## config.mk

```make
export PLATFORM = sky130hd
export DESIGN_NAME = ffpa_ctrl
export DESIGN_NICKNAME = d
export VERILOG_FILES = /design/src/rtl/ffpa_pkg.sv /design/src/rtl/ffpa_ctrl.sv
export SDC_FILE = /design/constraint.sdc
export NUM_CORES = 1
export LEC_CHECK = 0
export BUFFER_PORTS_ARGS = -buffer_cell sky130_fd_sc_hd__buf_2
export CORE_AREA = 2 2 39 41
export CTS_CLUSTER_DIAMETER = 150
export CTS_CLUSTER_SIZE = 16
export DETAILED_ROUTE_END_ITERATION = 7
export DIE_AREA = 0 0 41 43
export GPL_ROUTABILITY_DRIVEN = 0
export PLACE_DENSITY_LB_ADDON = 0.12
export SYNTH_ARGS = -nofsm -noshare
export SYNTH_HDL_FRONTEND = slang
export SYNTH_SLANG_ARGS = --single-unit
```

## constraint.sdc

```tcl
create_clock -name clk -period 1.4 [get_ports clk]
set_input_delay 0.07 -clock clk [delete_from_list [all_inputs] [get_ports clk]]
set_output_delay 0.07 -clock clk [all_outputs]
set_load 0.01 [all_outputs]
```

## src/rtl/ffpa_pkg.sv

```systemverilog
`timescale 1ns / 1ps
package ffpa_pkg;

  typedef struct packed {
    logic [1:0]  op;
    logic [15:0] start_page;
    logic [16:0] page_count;
  } ffpa_in_t;

  typedef struct packed {
    logic        granted;
    logic [15:0] alloc_start;
    logic [16:0] free_total;
    logic [1:0]  error_code;
  } ffpa_out_t;

  localparam logic [1:0] OP_ADD   = 2'd0;
  localparam logic [1:0] OP_ALLOC = 2'd1;
  localparam logic [1:0] OP_FREE  = 2'd2;

  localparam logic [1:0] ERR_OK    = 2'd0;
  localparam logic [1:0] ERR_SHORT = 2'd1;
  localparam logic [1:0] ERR_FULL  = 2'd2;
  localparam logic [1:0] ERR_ZERO  = 2'd3;

  localparam logic [16:0] SAT17 = 17'h1FFFF;

  typedef enum logic [3:0] {
    ST_IDLE,
    ST_CHECK,
    ST_ARD,
    ST_ACMP,
    ST_FRD,
    ST_FCMP,
    ST_FDONE,
    ST_PRD,
    ST_PCMP,
    ST_SHIFT,
    ST_WRITE,
    ST_RESP
  } ffpa_state_t;

  // controller -> datapath
  typedef struct packed {
    logic load;
    logic rd_issue;
    logic scan_miss;
    logic alloc_cmp;
    logic free_cmp;
    logic free_done;
    logic pos_cmp;
    logic shift_step;
    logic write_final;
    logic respond;
  } ffpa_cmd_t;

  // datapath -> controller
  typedef struct packed {
    logic early_done;
    logic is_alloc;
    logic is_add;
    logic scan_end;
    logic alloc_hit;
    logic free_fail;
    logic pos_hit;
    logic shift_end;
    logic shrink_only;
  } ffpa_stat_t;

endpackage

```

## src/rtl/ffpa_ctrl.sv

```systemverilog
`timescale 1ns / 1ps
module ffpa_ctrl (
  input  logic               clk,
  input  logic               rst_n,
  input  logic               start,
  output logic               busy,
  input  ffpa_pkg::ffpa_stat_t stat,
  output ffpa_pkg::ffpa_cmd_t  cmd
);
  import ffpa_pkg::*;

  ffpa_state_t state_r, state_nxt;

  always_ff @(posedge clk) begin
    if (!rst_n) state_r <= ST_IDLE;
    else        state_r <= state_nxt;
  end

  always_comb begin
    state_nxt = state_r;
    case (state_r)
      ST_IDLE:  if (start) state_nxt = ST_CHECK;
      ST_CHECK: begin
        if (stat.early_done)    state_nxt = ST_RESP;
        else if (stat.is_alloc) state_nxt = ST_ARD;
        else if (stat.is_add)   state_nxt = ST_WRITE;
        else                    state_nxt = ST_FRD;
      end
      ST_ARD:   state_nxt = stat.scan_end ? ST_RESP : ST_ACMP;
      ST_ACMP: begin
        if (stat.alloc_hit)
          state_nxt = stat.shrink_only ? ST_RESP : ST_SHIFT;
        else
          state_nxt = ST_ARD;
      end
      ST_FRD:   state_nxt = stat.scan_end ? ST_FDONE : ST_FCMP;
      ST_FCMP:  state_nxt = ST_FRD;
      ST_FDONE: state_nxt = stat.free_fail ? ST_RESP : ST_PRD;
      ST_PRD:   state_nxt = stat.scan_end ? ST_WRITE : ST_PCMP;
      ST_PCMP:  state_nxt = stat.pos_hit ? ST_SHIFT : ST_PRD;
      ST_SHIFT: state_nxt = stat.shift_end ? ST_WRITE : ST_SHIFT;
      ST_WRITE: state_nxt = ST_RESP;
      ST_RESP:  state_nxt = ST_IDLE;
      default:  state_nxt = ST_IDLE;
    endcase
  end

  always_comb begin
    cmd  = '0;
    busy = (state_r != ST_IDLE);
    case (state_r)
      ST_IDLE:  cmd.load        = start;
      ST_CHECK: cmd.rd_issue    = 1'b1;
      ST_ARD:   cmd.scan_miss   = stat.scan_end;
      ST_ACMP:  cmd.alloc_cmp   = 1'b1;
      ST_FRD:   cmd             = '0;
      ST_FCMP:  cmd.free_cmp    = 1'b1;
      ST_FDONE: cmd.free_done   = 1'b1;
      ST_PRD:   cmd             = '0;
      ST_PCMP:  cmd.pos_cmp     = 1'b1;
      ST_SHIFT: cmd.shift_step  = 1'b1;
      ST_WRITE: cmd.write_final = 1'b1;
      ST_RESP:  cmd.respond     = 1'b1;
      default:  cmd             = '0;
    endcase
  end

endmodule

```

==> results of run 1 <==
## power by group through the flow
stage          sequential, mW  clock, mW  combinational, mW
6_report                0.257      0.144              0.674
2_1_floorplan           0.169          0              0.526
3_5_place_dp            0.249          0              0.670
3_3_place_gp            0.247          0              0.680
5_1_grt                 0.264      0.154              0.752
4_1_cts                 0.247      0.150              0.673
## critical path, cell delays in order, from the launching register on
cell and delay (ps):
dfxtp_2 360, buf_4 170, nor3_2 250, buf_2 180
## path summary, 6_finish.rpt
path | from | end | slack, ps
worst max-delay path | state_r[1] | cmd[8] | 140
worst min-delay path | stat[7] | state_r[3] | 130
worst max register to register | state_r[3] | state_r[2] | 170
worst min register to register | state_r[1] | state_r[2] | 670
## routing by layer
metal,track usage,share of wire,wire (microns),vias to the layer above
met1,0.235,0.47,627,252
met2,0.269,0.46,615,22
met5,0,0,0,-
met4,0.120,0.016,22,0
li1,-,-,-,291
met3,0.0366,0.052,70,2
## placed cells by master, fill, tap and decap left out, types with 2 or more instances in the layout
cell type / count
nand2b_1: 5
a21oi_1: 4
and3_1: 2
buf_4: 7
nand3_1: 2
nor2_1: 8
nand2_1: 5
dfxtp_2: 3
nor3_1: 4
clkbuf_4: 3
o21ai_0: 5
inv_1: 3
nor3b_1: 2
buf_2: 22
o221ai_1: 2
o31ai_1: 2
## per-stage QoR
| step | area (sq um) | worst slack (ps) | power [mW] |
|---|---|---|---|
| finish | 614 | 135 | 1.08 |
| global route | 614 | 40.2 | 1.17 |
| CTS | 611 | 24.4 | 1.07 |
| detailed placement | 588 | 88.3 | 0.919 |
| global placement | 588 | 117 | 0.927 |
| floorplan | 444 | 210 | 0.695 |
## kinds of logic after synthesis
logic type,Yosys count,synth area share
AO/OA/AOI/OAI,18,0.262
multiplexers,2,0.0479
AND/OR/NAND/NOR,33,0.397
buffers and inverters,9,0.113
flip-flops,4,0.180
## layout make-up
cell class	count	area, sq um	area share
inverter	3	11.3	0.0183
tap	16	20.0	0.0326
multi-input combinational	53	314	0.511
clock buffer	3	22.5	0.0367
sequential	4	83.8	0.136
timing repair buffer	29	163	0.265
==> out/metrics.yaml, run 1 <==
pwr:
  swShare: 0.472
  power.internal_mw: 0.567
  seq_power_share: 0.239
  p_switching_mw: 0.508
  p_comb_frac: 0.627
  leakage_nw: 0.290
  pwr_density_cell_nw_per_um2: 1750
  ir_drop_v: 0.000703
  clkPwrFrac: 0.134
die:
  pin_count: 23
  coreArea_sq_um: 1380
  die_area_sq_um: 1760
  num_rows: 14
  die_w_microns: 41
  initial_utilization: 0.321
  die_h_microns: 43
placed_design:
  hpwl_mm: 1.05
  post-place-cells: 105
  port_buffers: 22
cts:
  cts_repair_resize_count: 0
  hold_buffers: 0
  clk_path_buf_depth: 2
  clock-sinks: 4
  htree_levels: 1
  clk-insertion-delay-late_ps: 240
  clock-root-buffer: "clkbuf_4"
  cts_setup_buffers: 0
  clkSlewWorstSetupHoldPaths_ps: 30
  cts_buffers: 3
  cts_tree: "built"
global_route:
  grt_pass1_wl_mm: 2.19
  track_usage: 0.185
  grt_antenna_before_repair: 0
  grt_start_max_net_pins: 10
  grt_pass1_vias: 506
  globalRouteOverflowTotal: 0
synthesis:
  ys_ff_latch: 4
  synth_edf_count: 0
  synthArstFlopShare: 0
  synth_most_common_cell: "nor2_1"
  yosysTopAreaCell: "dfxtp_1"
  yosys-top-cells-area: "dfxtp_1 18%, nand2b_1 7.0%, nor2_1 6.8%"
  synthTopCellsByCount: "8 x nor2_1, 5 x nand2_1, 5 x nand2b_1, 5 x o21ai_0"
  ys.flop_type: "dfxtp_1"
  ys_types: 28
  seq_area_frac_synth: 0.180
  syn-cell-area_sq_um: 444
  syn_inst: 66
  syn_area_per_cell_sq_um: 6.73
  ys_warn_count: 0
  syn_nets: 78
  synth.top_cell.area_share: 0.180
final_layout:
  fill_cells: 155
  antenna_cells: 0
  reg_top3: "state_r: 4 flops"
  areaGrowthSynthToFinish_pct: 38.3
  largest_reg_flops: 4
  post-route-util: 0.444
  largest-register: "state_r"
  layout.nets: 106
  final_cells: 108
  drive_gt1_frac: 0.413
setup_path:
  r2r_cells: 4
  crit_path_end_kind: "output pin"
  path_max_fanout: 9
  required_ps: 1330
  critPathLaunchType: "flip-flop"
  arrival_ps: 1190
  crit_type: "reg -> out"
detailed_routing:
  drtPass1Iterations: 4
  viasPerCell: 5.25
  drt-total-wl_mm: 1.34
  wl_per_cell_microns: 12.4
  drtIter0Drc: 9
  drc: 0
  via_count: 567
  ant_nets: 0
timing:
  setup_tns_ps: 0
  max_slew.worst_pin.slew_ps: 289
  skew_ps: 7.92
  slew_headroom: 0.806
  max_freq_mhz: 791
  hold_ws_ps: 133
  fin_crit_ps: 1260
  setup_viol: 0
  drv_slew: 0
  min_period_over_period: 0.904
  rsz0062_at_grt: "false"
  hold_violations: 0
worst_hold_path:
  hold_path.class: "in -> reg"
  min_path_cells: 3
outcome:
  status: "finished, final reports clean"
job:
  cap_violations: 0
Power figures use the tool's default switching activity.
==> inputs of run 2 (changes only) <==
- clock period: 1.4 -> 1.2 ns (I/O delays scaled with it)
==> run 2 against run 1 <==
  * Sequential share of layout area decreased by 2.5 points
  * Critical path type is now reg -> reg
  * Hold slack lost 27 ps
  * Final area up 39%
  * Power up 73%
  * The run now ends with negative setup slack left
  * Worst setup slack lost 190 ps
  * Core utilization grew 17 points
  * Critical path depth increased by 3
  * Clock power up 23%
  * First-iteration DRC count rose by 44%
  * Clock skew up 1.0 ps
==> out/metrics.yaml, run 2 (synthesis gave the netlist of run 1 again) <==
outcome:
  status: "complete, but fails checks"  # was finished, final reports clean
  violations: "negative setup slack"
setup_path:
  crit_type: "reg -> reg"  # was reg -> out
  timing.rr.start: "state_r[2]"  # was state_r[3]
  critPathLaunch: "state_r[2]"  # was state_r[1]
  slowest_stage: "dfxtp_4"  # was dfxtp_2
  required_ps: 1330  # about the same
  worstPathBufferInverterCount: 2  # unchanged
  critPathLaunchType: "flip-flop"  # unchanged
  max_stage_delay_ps: 340  # was 360 ps
  crit_path_end_kind: "flip-flop"  # was output pin
  arrival_ps: 1380  # was 1190 ps
  path_max_fanout: 5  # was 9
  crit_family: "compound AO/OA/AOI/OAI gates"  # was flip-flops
  worstPathCellList: "buf_6 -> buf_4 -> a21oi_2 -> o21ai_1 -> o31ai_1 -> a21oi_1"  # was buf_4 -> nor3_2 -> buf_2
timing:
  drv_slew: 0  # unchanged
  max_freq_mhz: 798
  min_period_over_period: 1.04
  rsz0062_at_grt: "true"  # was false
  fin_crit_ps: 1250
  max_slew.worst_pin.slew_ps: 271  # was 289 ps
  slew_headroom: 0.820  # was 0.806
  setup_viol: 9  # was 0
  hold_violations: 0  # unchanged
  skew_ps: 8.94  # was 7.92 ps
  layout_setup_ws_ps: -53.4  # was 135 ps
  hold_ws_ps: 106  # was 133 ps
  setup_tns_ps: -258  # was 0 ps
final_layout:
  layout_commonest_cell: "buf_2"  # unchanged
  layout.nets: 118  # was 106
  antenna_cells: 0  # unchanged
  drive_gt1_frac: 0.644  # was 0.413
  largest_reg_flops: 4  # unchanged
  final_cell_mix: "21 x buf_2, 13 x buf_4"  # was 22 x buf_2, 8 x nor2_1, 7 x buf_4
  largest-register: "state_r"  # unchanged
  post-route-util: 0.618  # was 0.444
  final_cells: 120  # was 108
  design_area_sq_um: 856  # was 614 sq um
  reg_top3: "state_r: 4 flops"  # unchanged
  areaGrowthSynthToFinish_pct: 92.7  # was 38.3%
detailed_routing:
  drt-total-wl_mm: 1.67  # was 1.34 mm
  ant_nets: 0  # unchanged
  viasPerCell: 5.33  # was 5.25
  drtPass1Iterations: 4  # unchanged
  drc: 0  # unchanged
  wl_per_cell_microns: 13.9  # was 12.4 microns
  drtIter0Drc: 13  # was 9
  via_count: 640  # was 567
global_route:
  grt_pass1_vias: 586  # was 506
  grt_pass1_wl_mm: 2.44  # was 2.19 mm
  grt_start_max_net_pins: 11  # was 10
  gr-usage-met1: 0.232  # was 0.235
  busiest_layer: "met2"  # unchanged
  track_usage: 0.210  # was 0.185
  globalRouteOverflowTotal: 0  # unchanged
  use_met3: 0.0681  # was 0.0366
  grtUsageMet2: 0.338  # was 0.269
  grt_antenna_before_repair: 0  # unchanged
pwr:
  pwr_density_cell_nw_per_um2: 2170  # was 1750 nW/um^2
  leakage_nw: 0.382  # was 0.290 nW
  power.total_mw: 1.86  # was 1.08 mW
  ir_drop_v: 0.00112  # was 0.000703 V
die:
  coreArea_sq_um: 1380  # unchanged
  die_w_microns: 41  # unchanged
  num_rows: 14  # unchanged
  die_h_microns: 43  # unchanged
  pin_count: 23  # unchanged
  die_area_sq_um: 1760  # unchanged
  initial_utilization: 0.321  # unchanged
worst_hold_path:
  hold_path.class: "in -> reg"  # unchanged
  holdCritStartpoint: "stat[6]"  # was stat[7]
placed_design:
  dp_slack_ps: -10.1  # was 88.3 ps
  hpwl_mm: 1.14  # was 1.05 mm
  place_area_sq_um: 633  # was 588 sq um
  port_buffers: 22  # unchanged
  post-place-cells: 111  # was 105
cts:
  clk-insertion-delay-late_ps: 250  # was 240 ps
  cts_buffers: 3  # unchanged
  clock-sinks: 4  # unchanged
  clock-root-buffer: "clkbuf_4"  # unchanged
  clkSlewWorstSetupHoldPaths_ps: 40  # was 30 ps
  htree_levels: 1  # unchanged
  clk_path_buf_depth: 2  # unchanged
  hold_buffers: 0  # unchanged
  cts_tree: "built"  # unchanged
job:
  cap_violations: 0  # unchanged
## run 2: changes by cell type in the layout (fill, tap and decap cells not counted), moves of 4 or more
cell     delta
buf_4       +6
nor2_1      -5
dfxtp_4     +4
buf_6       +4
## run 2: path summary, 6_finish.rpt
path              slack [ps]  depth (start not counted)    endpoint
setup / recovery         -50                          6  state_r[1]
hold / removal           110                          3  state_r[3]
setup reg to reg         -50                          6  state_r[1]
hold reg to reg          670                          3  state_r[3]
## run 2: cell type report
| type | count | area (sq um) |
|---|---|---|
| Sequential cell | 4 | 95.1 |
| Inverter | 3 | 11.3 |
| Tap cell | 16 | 20.0 |
| Clock buffer | 3 | 22.5 |
| Multi-Input combinational cell | 53 | 399 |
| Fill cell | 132 | 528 |
| Timing Repair Buffer | 41 | 308 |
## run 2: timing repair
action                     4_1_cts  5_1_grt
gates cloned                     0        1
setup buffers                    6        0
resized for setup               18       18
setup endpoints to repair       11       15
pin swaps                        7        8
## run 2: metal layers
metal	up-vias	share of wire
li1	314	-
met1	293	0.38
met2	27	0.54
met3	6	0.052
met4	0	0.029
met5	-	0
## run 2: worst min-delay path, stage by stage
cell	delay (ps)
buf_2	100
nand3b_1	70
a31oi_1	70
## run 2: where the power goes
group	switching (mW)	total (mW)	internal (mW)
sequential	0.117	0.325	0.209
clock	0.0647	0.177	0.112
combinational	0.617	1.36	0.740
